## src/sv/indexed_max_heap_top_assert.svh

```systemverilog
// Assertion macros for the indexed max-heap top level.
`ifndef INDEXED_MAX_HEAP_TOP_ASSERT_SVH
`define INDEXED_MAX_HEAP_TOP_ASSERT_SVH

// Check a consequent in the same cycle as its antecedent.
`define IHP_ASSERT_NOW(lbl, ante, cons, msg) \
  lbl: assert property (@(posedge clk_i) disable iff (!rst_ni) (ante) |-> (cons)) \
    else $error(msg);

// Check a consequent in the cycle after its antecedent.
`define IHP_ASSERT_NEXT(lbl, ante, cons, msg) \
  lbl: assert property (@(posedge clk_i) disable iff (!rst_ni) (ante) |=> (cons)) \
    else $error(msg);

`endif

```

## src/sv/ihp_pkg.sv

```systemverilog
`timescale 1ns / 1ps
package ihp_pkg;

  localparam int KEY_W   = 32;
  localparam int VTX_W   = 8;
  localparam int NUM_VTX = 256;
  localparam int COUNT_W = 9;

  typedef enum logic [1:0] {
    REQ_LOAD     = 2'd0,
    REQ_BUILD    = 2'd1,
    REQ_DELETE   = 2'd2,
    REQ_INCREASE = 2'd3
  } req_e;

  localparam logic [1:0] ST_OK      = 2'd0;
  localparam logic [1:0] ST_EMPTY   = 2'd1;
  localparam logic [1:0] ST_SMALLER = 2'd2;
  localparam logic [1:0] ST_BAD     = 2'd3;

  typedef struct packed {
    logic signed [KEY_W-1:0] key;
    logic [VTX_W-1:0]        vtx;
  } slot_t;

  typedef enum logic [4:0] {
    OP_NONE,
    OP_ACCEPT,
    OP_LOAD,
    OP_SET_EMPTY,
    OP_RD0,
    OP_DEL_TOP,
    OP_BUILD_STEP,
    OP_MOV_RD,
    OP_SD_L,
    OP_SD_R,
    OP_SD_C,
    OP_INC_CHK,
    OP_INC_KEY,
    OP_SU,
    OP_SU_C,
    OP_WR_MOV,
    OP_RD_TOP,
    OP_FIN
  } op_e;

  typedef struct packed {
    req_e req;
    logic load_bad;
    logic empty;
    logic one;
    logic build_left;
    logic inc_bad;
    logic inc_smaller;
    logic sd_move;
    logic node_zero;
    logic su_move;
    logic out_free;
  } st_t;

endpackage

```

## src/sv/ihp_ctrl.sv

```systemverilog
`timescale 1ns / 1ps
module ihp_ctrl (
  input  logic          clk_i,
  input  logic          rst_ni,
  input  logic          in_valid_i,
  output logic          in_ready_o,
  input  ihp_pkg::st_t  st_i,
  output ihp_pkg::op_e  op_o
);

  typedef enum logic [3:0] {
    S_IDLE,
    S_DISPATCH,
    S_DEL_TOP,
    S_MOV,
    S_BUILD,
    S_SD_L,
    S_SD_R,
    S_SD_C,
    S_INC_KEY,
    S_SU,
    S_SU_C,
    S_WRM,
    S_RD_TOP,
    S_FIN
  } state_e;

  state_e state_q, state_d;

  assign in_ready_o = (state_q == S_IDLE);

  // Sequence the datapath, issuing at most one operation per cycle
  always_comb begin
    state_d = state_q;
    op_o    = ihp_pkg::OP_NONE;
    case (state_q)
      S_IDLE: begin
        if (in_valid_i) begin
          op_o    = ihp_pkg::OP_ACCEPT;
          state_d = S_DISPATCH;
        end
      end
      S_DISPATCH: begin
        case (st_i.req)
          ihp_pkg::REQ_LOAD: begin
            op_o    = ihp_pkg::OP_LOAD;
            state_d = S_RD_TOP;
          end
          ihp_pkg::REQ_BUILD: begin
            state_d = S_BUILD;
          end
          ihp_pkg::REQ_DELETE: begin
            if (st_i.empty) begin
              op_o    = ihp_pkg::OP_SET_EMPTY;
              state_d = S_RD_TOP;
            end else begin
              op_o    = ihp_pkg::OP_RD0;
              state_d = S_DEL_TOP;
            end
          end
          default: begin
            op_o    = ihp_pkg::OP_INC_CHK;
            state_d = st_i.inc_bad ? S_RD_TOP : S_INC_KEY;
          end
        endcase
      end
      S_DEL_TOP: begin
        op_o    = ihp_pkg::OP_DEL_TOP;
        state_d = st_i.one ? S_RD_TOP : S_MOV;
      end
      S_MOV: begin
        op_o    = ihp_pkg::OP_MOV_RD;
        state_d = S_SD_L;
      end
      S_BUILD: begin
        if (st_i.build_left) begin
          op_o    = ihp_pkg::OP_BUILD_STEP;
          state_d = S_MOV;
        end else begin
          state_d = S_RD_TOP;
        end
      end
      S_SD_L: begin
        op_o    = ihp_pkg::OP_SD_L;
        state_d = S_SD_R;
      end
      S_SD_R: begin
        op_o    = ihp_pkg::OP_SD_R;
        state_d = S_SD_C;
      end
      S_SD_C: begin
        op_o = ihp_pkg::OP_SD_C;
        if (st_i.sd_move) begin
          state_d = S_SD_L;
        end else if (st_i.req == ihp_pkg::REQ_BUILD) begin
          state_d = S_BUILD;
        end else begin
          state_d = S_RD_TOP;
        end
      end
      S_INC_KEY: begin
        op_o    = ihp_pkg::OP_INC_KEY;
        state_d = st_i.inc_smaller ? S_RD_TOP : S_SU;
      end
      S_SU: begin
        op_o    = ihp_pkg::OP_SU;
        state_d = st_i.node_zero ? S_WRM : S_SU_C;
      end
      S_SU_C: begin
        op_o    = ihp_pkg::OP_SU_C;
        state_d = st_i.su_move ? S_SU : S_RD_TOP;
      end
      S_WRM: begin
        op_o    = ihp_pkg::OP_WR_MOV;
        state_d = S_RD_TOP;
      end
      S_RD_TOP: begin
        op_o    = ihp_pkg::OP_RD_TOP;
        state_d = S_FIN;
      end
      S_FIN: begin
        op_o = ihp_pkg::OP_FIN;
        if (st_i.out_free) begin
          state_d = S_IDLE;
        end
      end
      default: begin
        state_d = S_IDLE;
      end
    endcase
  end

  always_ff @(posedge clk_i or negedge rst_ni) begin
    if (!rst_ni) begin
      state_q <= S_IDLE;
    end else begin
      state_q <= state_d;
    end
  end

endmodule

```

## config.mk

```make
export PLATFORM = sky130hd
export DESIGN_NAME = ihp_ctrl
export DESIGN_NICKNAME = d
export VERILOG_FILES = /design/src/sv/indexed_max_heap_top_assert.svh /design/src/sv/ihp_pkg.sv /design/src/sv/ihp_ctrl.sv
export SDC_FILE = /design/constraint.sdc
export NUM_CORES = 1
export LEC_CHECK = 0
export BUFFER_PORTS_ARGS = -buffer_cell sky130_fd_sc_hd__buf_4
export CAP_MARGIN = 40
export CORE_UTILIZATION = 30
export CTS_CLUSTER_DIAMETER = 120
export DETAILED_ROUTE_END_ITERATION = 16
export HOLD_SLACK_MARGIN = 0.15
export PLACE_DENSITY = 0.5
export SYNTH_ARGS = -nofsm -noshare
export SYNTH_HDL_FRONTEND = slang
export SYNTH_SLANG_ARGS = --single-unit
```

## constraint.sdc

```tcl
create_clock -name clk_i -period 1.85 [get_ports clk_i]
set_clock_uncertainty 0.05 [all_clocks]
set_input_delay 0.37 -clock clk_i [delete_from_list [all_inputs] [get_ports clk_i]]
set_output_delay 0.37 -clock clk_i [all_outputs]
set_load 0.01 [all_outputs]
```

# --- Yosys cells after proc, flatten, opt, wreduce, memory -nomap -nowiden ---
# Index checks and enable logic that the tools add are counted.
word_totals:
  word_cells: 39
  register_bits: 4
  rom_bits: 0
  ram_bits: 0
  inputBits: 15
  latch_bits: 0
  output_inout_bits: 6
  n_memories: 0
classes:
  n_addsub: 0
  eq_ne: 17
  n_reduce_logical: 3
  order_cmp: 0
  bitwise: 0
  shifts: 0
  muxes: 18
  multipliers: 0
  n_div: 0
op_table:
  columns: ["operator", "count"]
  rows:
  - ["$pmux W5 S14", 1]
  - ["$pmux W4 S14", 1]
  - ["$mux W4", 7]
  - ["$eq A4 B4 Y1 const B", 6]
  - ["$pmux W4 S3", 2]
  - ["$eq A4 B3 Y1 const B", 4]
  - ["$mux W3", 5]
  - ["$eq A4 B2 Y1 const B", 2]
  - ["$eq A4 B1 Y1 const B", 1]
  - ["$logic_not A4 Y1", 1]
  - ["$ne A2 B2 Y1 const B", 2]
  - ["$eq A2 B1 Y1 const B", 1]
  - ["$eq A2 B2 Y1 const B", 1]
  - ["$logic_not A2 Y1", 1]
  - ["$mux W1", 2]
  - ["$reduce_and A2 Y1", 1]

# --- Logic depth before layout (Yosys ltp) ---
# Gate-level depths: netlist of the first run.
logic_depth:
  word_depth: 4
  depth_mapped: 6
  ltp_nobuf: 4

# --- Worst setup path after synthesis of the first run ---
# OpenSTA, ideal clock, no wires.
synth_timing:
  path_kind: "reg-to-output"
  start: "reg state_q[1]"
  end: "out op_o[3]"
  path_slack_ns: 0.305
  t_arrival_ns: 1.125
  t_required_ns: 1.430
  path_buffers: 2
  path_stages_with_launch: 6
  path_cell_list: "dfrtp_1 buf_6 buf_4 nand3b_1 a21oi_1 o21a_1"
synth_between:
  elab_chain_cells: 2
  elab_cells_between_ends: 15
  cone_classes: "eq/ne (13); mux (1); reduce/logical (1)"
synth_lines:
  columns: ["element", "line_no", "text"]
  rows:
  - ["start: declaration", "ihp_ctrl.sv:28", "state_e state_q, state_d;"]
  - ["start signal: assignment", "ihp_ctrl.sv:137", "state_q <= state_d;"]
  - ["$eq A4 B4 Y1 (tied with other cells)", "ihp_ctrl.sv:36", "case (state_q)"]
  - ["$pmux W5 S14 (*)", "ihp_ctrl.sv:36", null]
  - ["end: declaration", "ihp_ctrl.sv:8", "output ihp_pkg::op_e op_o"]
# Mark *: on every way between the ends. The rest lies on a longest branch, timed or not.

# --- Worst setup path in the final report of the first run ---
layout_timing:
  start: "reg state_q[0]"
  end: "out op_o[0]"
# Same word-level chain as after synthesis.

==> results of run 1 <==
==> cell usage after synthesis <==
master,instances
nor2b_1,5
buf_6,3
nor4_2,1
inv_1,3
o211ai_1,1
or3b_1,1
a22o_1,1
nor3b_2,1
o31ai_1,1
buf_4,1
nor3_1,2
nand2_1,3
dfrtp_1,4
nand3_1,1
a21boi_1,1
a21o_1,1
o221a_1,1
a31oi_1,2
mux2i_1,2
a21oi_1,4
o21a_1,2
and3b_1,1
a221oi_1,1
or2_2,1
or2b_1,1
nand3b_1,6
o21ai_1,2
a22oi_1,2
a311oi_1,1
o32ai_1,1
nand2b_1,3
buf_2,3
o21ai_0,5
o22ai_1,2
nor2_1,7
==> per-layer routing <==
layer / global-route usage / share of wire / up-vias / wire length [µm]
met5: 0 / 0 / - / 0
met4: 0.0529 / 0.0072 / 0 / 12
met3: 0.0238 / 0.055 / 2 / 92
met2: 0.242 / 0.46 / 31 / 759
met1: 0.245 / 0.48 / 296 / 799
li1: - / - / 344 / -
==> report_power, final <==
part / internal [W] / switching [W] / leakage (nW) / total (W)
combinational: 0.000565 / 0.000504 / 0.307 / 0.00107
sequential: 0.000141 / 0.000108 / 0.0455 / 0.000249
clock: 0.0000727 / 0.0000374 / 0.0138 / 0.000110
==> worst max-delay path, stage by stage, from the launching register on <==
cell and delay (ns):
dfrtp_1 0.41, nand2b_1 0.19, a221oi_2 0.22, a31oi_1 0.08, nor2_1 0.12, buf_4 0.12
==> path summary, 6_finish.rpt <==
check	cells after the start	end	startpoint
worst max-delay path	5	op_o[0]	state_q[0]
min in group asynchronous	2	state_q[1]	rst_ni
worst max register to register	6	state_q[0]	state_q[2]
worst min register to register	1	state_q[1]	state_q[3]
max in group asynchronous	2	state_q[3]	rst_ni
worst min-delay path	2	state_q[0]	st_i[0]
==> area by class of cell <==
type	instances	area (µm²)	area share
sequential	4	104	0.123
clock buffer	3	22.5	0.0267
timing repair buffer	33	248	0.294
tap	25	31.3	0.0371
inverter	3	11.3	0.0134
multi-input combinational	63	425	0.505
==> what timing repair did <==
item                                   in CTS  in global routing
pin swaps                                   0                  2
gates resized for setup                     2                  6
endpoints found under the hold margin       4                  0
setup buffers                               2                  4
setup endpoints to repair                   4                  6
hold buffers                                1                  0
==> per-stage QoR <==
| step | TNS [ns] | area [µm²] | hold slack, ns | worst slack, ns | instances |
|---|---|---|---|---|---|
| 2_1_floorplan | 0 | 578 | 0.0244 | 0.305 | 77 |
| 3_3_place_gp | 0 | 748 | 0.116 | 0.139 | 121 |
| 3_5_place_dp | 0 | 748 | 0.116 | 0.144 | 121 |
| 4_1_cts | 0 | 798 | 0.308 | 0.0151 | 127 |
| 5_1_grt | -0.0999 | 842 | 0.316 | -0.0679 | 131 |
| 6_report | 0 | 842 | 0.316 | 0.0449 | 131 |
==> cells by family (layout without fill, tap and decap cells) <==
group,Yosys count,in the layout,share of synthesized area
muxes,2,2,0.0346
DFF,4,4,0.173
and+or+nand+nor,33,33,0.353
AOI/OAI and AO/OA,28,28,0.323
buffers and inverters,10,39,0.117
==> impl_metrics.env, run 1 <==
export IMPL_status="completed"
export IMPL_detail_route_antenna_nets=0
export IMPL_syn_nets=92
export IMPL_post_route_cells_drive_above_1_share=0.425
export IMPL_synth_area_um2=578
export IMPL_cts_made_buffers=3
export IMPL_finalCritPeriodShare=0.976
export IMPL_synth_seq_cells=4
export IMPL_die_area_um2=2110
export IMPL_cp_start_kind="register"
export IMPL_wl_per_cell_um=12.7
export IMPL_dr_pass1_iters=4
export IMPL_vias_per_cell=5.14
export IMPL_die_w_um=45.9
export IMPL_root_buffer="clkbuf_4"
export IMPL_coreArea_um2=1760
export IMPL_n_antenna_cell=0
export IMPL_die_h_um=45.9
export IMPL_layout_common_cells="buf_4, nand3b_1, nor2b_1, o21ai_0, nor2_1"
export IMPL_grt_pass1_vias=565
export IMPL_drt_total_wl_mm=1.66
export IMPL_setup_violations=0
export IMPL_ys_types=35
export IMPL_final_common_cell="buf_4"
export IMPL_nNetsFinal=123
export IMPL_grt_first_pass_wirelength_mm=2.50
export IMPL_synthDominantCellAreaShare=0.173
export IMPL_grt_overflow=0
export IMPL_netlist_instances=77
export IMPL_synth_largest_area_cell="dfrtp_1"
export IMPL_grt_setup_unrepaired="yes"
export IMPL_p_per_area_nw_per_um2=1700
export IMPL_regMostFlops="state_q"
export IMPL_critPathArrivalTime_ns=1.39
export IMPL_cts_tree="done"
export IMPL_grt_start_max_net_pins=16
export IMPL_clkSinkCount=4
export IMPL_reg2reg_slack_ns=0.14
export IMPL_start_util=0.328
export IMPL_cp_max_fo=5
export IMPL_critPathKind="reg2out"
export IMPL_worstMarginPinSlew_ns=0.330
export IMPL_p_leak_nw=0.366
export IMPL_period_needed_ns=1.81
export IMPL_clock_latency_ns=0.23
export IMPL_syn_area_per_cell_um2=7.51
export IMPL_area_growth_pct=45.7
export IMPL_h_tree_depth=1
export IMPL_drt_initial_drc_count=14
export IMPL_required_ns=1.43
export IMPL_grt_antenna_before_repair=0
export IMPL_grtUsageTotal=0.166
export IMPL_clk_pin_slew_ns=0.04
export IMPL_final_util=0.477
export IMPL_top_level_ports=21
export IMPL_fp_row_count=15
export IMPL_synthTopCellsByArea="dfrtp_1, nand3b_1, buf_6"
export IMPL_largest_reg_flops=4
export IMPL_ys_warnings_count=0
export IMPL_cap_violations=0
export IMPL_yosysSeqAreaShare=0.173
export IMPL_placement_io_buffers=19
export IMPL_gp_congestion=0.818
export IMPL_drc_errors=0
export IMPL_maxSlewHeadroom=0.778
export IMPL_fmax_mhz=554
export IMPL_max_clock_path_buffers=2
export IMPL_p_total_w=0.00143
export IMPL_vias=673
export IMPL_reg_largest_list="state_q (4)"
export IMPL_hpwl_mm=1.17
export IMPL_hold_violations=0
export IMPL_drv_slew=0
export IMPL_num_fill_cells=201
export IMPL_vdd_drop_max_mv=0.749
export IMPL_worst_hold_path_type="in2reg"
export IMPL_cp_end_kind="output pin"
Power figures use the tool's default switching activity.
==> inputs of run 2 (changes only) <==
--- a/config.mk
+++ b/config.mk
@@ -5,7 +5,7 @@
 export SDC_FILE = /design/constraint.sdc
 export NUM_CORES = 1
 export LEC_CHECK = 0
-export BUFFER_PORTS_ARGS = -buffer_cell sky130_fd_sc_hd__buf_4
+export BUFFER_PORTS_ARGS = -buffer_cell sky130_fd_sc_hd__clkbuf_2
 export CAP_MARGIN = 40
 export CORE_UTILIZATION = 30
 export CTS_CLUSTER_DIAMETER = 120
==> run 2 against run 1 <==
Count of clock-buffer cells in the layout is the same. Clock power hardly changed. Global-route usage decreased by 1.5 points. Worst hold slack improved by 0.014 ns. Total power shrank 8.8%. First-iteration DRC count up 43%. Critical path depth unchanged. Non-clock buffer count down 4. Flip-flop and latch count unchanged. Cell count decreased by 3.1%. Sequential power rose by 8.4%.
==> impl_metrics.env, run 2 (same netlist as run 1, synthesis figures left out) <==
export IMPL_finalCritPeriodShare=0.975
export IMPL_cp_max_fo=8
export IMPL_busiest_layer="met2"
export IMPL_r2r_end="state_q[0]"
export IMPL_drv_slew=0
export IMPL_worstMarginPinSlew_ns=0.290
export IMPL_vias=642
export IMPL_fmax_mhz=554
export IMPL_max_clock_path_buffers=2
export IMPL_final_common_cell="clkbuf_2"
export IMPL_root_buffer="clkbuf_4"
export IMPL_dr_pass1_iters=4
export IMPL_layout_common_cells="clkbuf_2, buf_4, nor2_1, nand3b_1"
export IMPL_reg2reg_slack_ns=0.30
export IMPL_nNetsFinal=119
export IMPL_vias_per_cell=5.06
export IMPL_maxSlewHeadroom=0.805
export IMPL_cap_violations=0
export IMPL_cellInternalPower_w=0.000684
export IMPL_cp_end_kind="output pin"
export IMPL_regMostFlops="state_q"
export IMPL_switchingPower_w=0.000618
export IMPL_grt_antenna_before_repair=0
export IMPL_area_growth_pct=32.9
export IMPL_reg_largest_list="state_q (4)"
export IMPL_cp_start_kind="register"
export IMPL_start_util=0.328
export IMPL_post_route_cells_drive_above_1_share=0.402
export IMPL_cts_made_buffers=3
export IMPL_grt_setup_unrepaired="yes"
export IMPL_die_w_um=45.9
export IMPL_h_tree_depth=1
export IMPL_p_leak_nw=0.334
export IMPL_holdPathStages=2
export IMPL_die_h_um=45.9
export IMPL_gp_congestion=0.752
export IMPL_detail_route_antenna_nets=0
export IMPL_hold_violations=0
export IMPL_grt_pass1_vias=527
export IMPL_setup_violations=0
export IMPL_vdd_drop_max_mv=0.669
export IMPL_n_antenna_cell=0
export IMPL_holdPathEnd="state_q[0]"
export IMPL_grtUsageTotal=0.151
export IMPL_worst_hold_path_type="in2reg"
export IMPL_grt_first_pass_wirelength_mm=2.30
export IMPL_grt_start_max_net_pins=17
export IMPL_period_needed_ns=1.80
export IMPL_switching_share=0.475
export IMPL_placement_io_buffers=19
export IMPL_clock_latency_ns=0.23
export IMPL_p_seq_frac=0.207
export IMPL_use_met2=0.234
export IMPL_status="completed"
export IMPL_place_inst=120
export IMPL_critPathKind="reg2out"
export IMPL_die_area_um2=2110
export IMPL_combPwrFrac=0.710
export IMPL_top_level_ports=21
export IMPL_rr_startpoint="state_q[1]"
export IMPL_required_ns=1.43
export IMPL_drt_initial_drc_count=20
export IMPL_clkPwrFrac=0.082
export IMPL_coreArea_um2=1760
export IMPL_min_delay_start="st_i[0]"
export IMPL_instances_no_fill=127
export IMPL_p_per_area_nw_per_um2=1700
export IMPL_clk_pin_slew_ns=0.04
export IMPL_grt_overflow=0
export IMPL_wl_per_cell_um=12.2
export IMPL_hpwl_mm=1.17
export IMPL_use_met1=0.215
export IMPL_dpl_cell_area_um2=693
export IMPL_fin_area_um2=768
export IMPL_clkSinkCount=4
export IMPL_critPathArrivalTime_ns=1.38
export IMPL_drc_errors=0
export IMPL_largest_reg_flops=4
export IMPL_drt_total_wl_mm=1.55
export IMPL_num_fill_cells=202
export IMPL_reg2reg_depth=5
export IMPL_fp_row_count=15
export IMPL_cts_tree="done"
export IMPL_globalRouteMet3Util=0.0238
==> run 2: cell types whose count changed in the layout (fill, tap and decap cells not counted) <==
| cell | change |
|---|---|
| dfrtp_1 | -1 |
| a21oi_1 | +1 |
| a31oi_2 | +1 |
| dfrtp_2 | +1 |
| nor2_2 | -1 |
| nor2_1 | +1 |
| buf_2 | -1 |
| a21oi_2 | -1 |
| buf_4 | -22 |
| a31oi_1 | -1 |
| clkbuf_2 | +19 |
==> run 2: layer usage <==
| layer | vias up | part of all wire |
|---|---|---|
| met5 | - | 0 |
| met4 | 0 | 0 |
| met2 | 12 | 0.45 |
| met1 | 294 | 0.52 |
| met3 | 0 | 0.028 |
| li1 | 336 | - |
==> run 2: what timing repair did <==
item / CTS / global route
gates resized for setup: 4 / 3
hold endpoints to repair: 4 / 0
buffers inserted: 0 / 3
setup endpoints to repair: 4 / 6
hold buffers: 1 / 0
==> run 2: how the worst max path moves through the flow <==
stage	startpoint	endpoint	slack, ns
floorplan	state_q[1]	op_o[3]	0.31
global placement	state_q[2]	op_o[2]	0.15
detailed placement	st_i[10]	op_o[2]	0.21
CTS	state_q[0]	op_o[0]	0.01
global route	state_q[0]	op_o[0]	-0.07
finish	state_q[1]	op_o[3]	0.05
==> run 2: area by class of cell <==
cell class	count	area, µm²	area share
Multi-Input combinational cell	63	425	0.554
Timing Repair Buffer	29	173	0.225
Sequential cell	4	105	0.137
Tap cell	25	31.3	0.0407
Clock buffer	3	22.5	0.0293
Inverter	3	11.3	0.0147
==> run 2: critical path: stages, from the launching register on <==
cell	delay, ns
dfrtp_2	0.45
buf_4	0.16
nand3b_1	0.15
a21oi_1	0.15
o21a_1	0.13
clkbuf_2	0.12
==> run 2: power groups by stage <==
stage | logic, W | registers (W) | clock network [W]
after CTS | 0.000848 | 0.000272 | 0.000114
after detailed placement | 0.000843 | 0.000261 | 0
after global placement | 0.000850 | 0.000272 | 0
after floorplan | 0.000721 | 0.000166 | 0
after global routing | 0.00101 | 0.000278 | 0.000118
final | 0.000925 | 0.000270 | 0.000107
==> run 2: per-stage QoR <==
stage | total power [W] | TNS, ns | hold WS, ns | util | worst slack, ns
after global placement | 0.00112 | 0 | 0.128 | 0.393 | 0.149
after CTS | 0.00123 | 0 | 0.319 | 0.415 | 0.0129
after floorplan | 0.000887 | 0 | 0.0244 | - | 0.305
after global routing | 0.00141 | -0.0899 | 0.330 | 0.435 | -0.0705
final | 0.00130 | 0 | 0.330 | 0.435 | 0.0462
after detailed placement | 0.00110 | 0 | 0.134 | 0.393 | 0.212
==> inputs of run 3 (changes only) <==
--- a/config.mk
+++ b/config.mk
@@ -11,7 +11,6 @@
 export CTS_CLUSTER_DIAMETER = 120
 export DETAILED_ROUTE_END_ITERATION = 16
 export HOLD_SLACK_MARGIN = 0.15
-export PLACE_DENSITY = 0.5
 export SYNTH_ARGS = -nofsm -noshare
 export SYNTH_HDL_FRONTEND = slang
 export SYNTH_SLANG_ARGS = --single-unit
==> run 3 against run 2 <==
Combinational power is 4.2% lower. First-iteration DRC count is 15% lower. Worst hold slack worse by 0.033 ns. Sequential share of layout area is 0.37 points higher. Flip-flop and latch count stayed put. Non-clock buffer count is 2 lower. Cell count is 1.6% lower. Register-to-register slack worse by 0.11 ns. Count of clock-buffer cells in the layout stayed put. Critical path type unchanged.
==> impl_metrics.env, run 3 (same netlist as run 1, synthesis figures left out) <==
export IMPL_critPathKind="reg2out"
export IMPL_coreArea_um2=1760
export IMPL_die_w_um=45.9
export IMPL_path_cells="buf_4 > nor2b_1 > o21ai_0 > o21ai_1 > clkbuf_2"
export IMPL_largest_reg_flops=4
export IMPL_placement_io_buffers=19
export IMPL_die_h_um=45.9
export IMPL_fp_row_count=15
export IMPL_detail_route_antenna_nets=0
export IMPL_required_ns=1.43
export IMPL_gp_congestion=0.798
export IMPL_root_buffer="clkbuf_4"
export IMPL_fmax_mhz=550
export IMPL_p_per_area_nw_per_um2=1700
export IMPL_grt_overflow=0
export IMPL_critPathArrivalTime_ns=1.40
export IMPL_clock_latency_ns=0.23
export IMPL_drv_slew=0
export IMPL_status="completed"
export IMPL_max_clock_path_buffers=2
export IMPL_vdd_drop_max_mv=0.684
export IMPL_drc_errors=0
export IMPL_num_fill_cells=201
export IMPL_instances_no_fill=125
export IMPL_drt_initial_drc_count=17
export IMPL_grt_setup_unrepaired="yes"
export IMPL_grt_antenna_before_repair=0
export IMPL_vias=649
export IMPL_maxSlewHeadroom=0.811
export IMPL_cts_made_buffers=3
export IMPL_setup_violations=0
export IMPL_cp_max_fo=12
export IMPL_cpMaxStageDelayCell="dfrtp_2"
export IMPL_h_tree_depth=1
export IMPL_worstMarginPinSlew_ns=0.282
export IMPL_place_inst=119
export IMPL_drt_total_wl_mm=1.54
export IMPL_nNetsFinal=117
export IMPL_die_area_um2=2110
export IMPL_finalCritPeriodShare=0.984
export IMPL_p_total_w=0.00127
export IMPL_worst_hold_path_type="in2reg"
export IMPL_reg_largest_list="state_q (4)"
export IMPL_post_route_cells_drive_above_1_share=0.380
export IMPL_grt_pass1_vias=522
export IMPL_period_needed_ns=1.82
export IMPL_top_level_ports=21
export IMPL_n_antenna_cell=0
export IMPL_grt_start_max_net_pins=15
export IMPL_dr_pass1_iters=4
export IMPL_start_util=0.328
export IMPL_p_leak_nw=0.327
export IMPL_cp_start_kind="register"
export IMPL_wl_per_cell_um=12.3
export IMPL_final_common_cell="clkbuf_2"
export IMPL_regMostFlops="state_q"
export IMPL_hpwl_mm=1.16
export IMPL_max_stage_delay_ns=0.44
export IMPL_vias_per_cell=5.19
export IMPL_cts_tree="done"
export IMPL_cp_end_kind="output pin"
export IMPL_hold_violations=0
export IMPL_cap_violations=0
export IMPL_layout_common_cells="clkbuf_2, buf_4, nor2_1, nand3b_1"
export IMPL_grt_first_pass_wirelength_mm=2.26
export IMPL_area_growth_pct=29.4
export IMPL_clkSinkCount=4
export IMPL_clk_pin_slew_ns=0.04
export IMPL_grtUsageTotal=0.150
## run 3: worst paths after layout
check	cells after the start	to	slack, ns	startpoint
worst max-delay path	5	op_o[1]	0.03	state_q[0]
worst min-delay path	2	state_q[0]	0.30	st_i[0]
worst max register to register	5	state_q[0]	0.19	state_q[1]
worst min register to register	1	state_q[1]	0.62	state_q[3]
max in group asynchronous	2	state_q[2]	1.20	rst_ni
min in group asynchronous	2	state_q[0]	0.42	rst_ni
## run 3: metal layers
| layer | share of wire | vias to the layer above | GRT usage |
|---|---|---|---|
| li1 | - | 329 | - |
| met1 | 0.47 | 293 | 0.201 |
| met2 | 0.46 | 27 | 0.237 |
| met3 | 0.067 | 0 | 0.00397 |
| met4 | 0 | 0 | 0.0882 |
| met5 | 0 | - | 0 |
## run 3: what timing repair did
action	4_1_cts	5_1_grt
buffers inserted	0	2
hold buffers	1	0
resized for setup	4	2
endpoints found under the hold margin	4	0
endpoints found under the setup margin	4	5
## run 3: critical path, delay by kind of cell (launching register included)
| kind | cells | cell delay [ns] |
|---|---|---|
| AO/OA/AOI/OAI | 2 | 0.24 |
| buffers and inverters | 2 | 0.33 |
| flip-flops | 1 | 0.44 |
| AND/OR/NAND/NOR | 1 | 0.15 |
## run 3: per-stage QoR
step	worst slack, ns	instance area, µm²	TNS, ns	utilization	hold slack [ns]
after detailed placement	0.191	686	0	0.389	0.128
after floorplan	0.305	578	0	-	0.0244
after global placement	0.189	686	0	0.389	0.126
after CTS	0.0145	729	0	0.413	0.289
after global routing	-0.0652	748	-0.180	0.424	0.308
final	0.0305	748	0	0.424	0.297
## run 3: cell type report
| cell class | count | area (µm²) | area share |
|---|---|---|---|
| Multi-Input combinational cell | 63 | 420 | 0.562 |
| Timing Repair Buffer | 27 | 158 | 0.211 |
| Sequential cell | 4 | 105 | 0.140 |
| Tap cell | 25 | 31.3 | 0.0418 |
| Clock buffer | 3 | 22.5 | 0.0301 |
| Inverter | 3 | 11.3 | 0.0151 |
## run 3: power by group
part / switching, W / leakage [nW] / total [W] / internal, W
sequential: 0.000130 / 0.0444 / 0.000273 / 0.000143
combinational: 0.000438 / 0.269 / 0.000886 / 0.000448
clock: 0.0000369 / 0.0138 / 0.000110 / 0.0000727
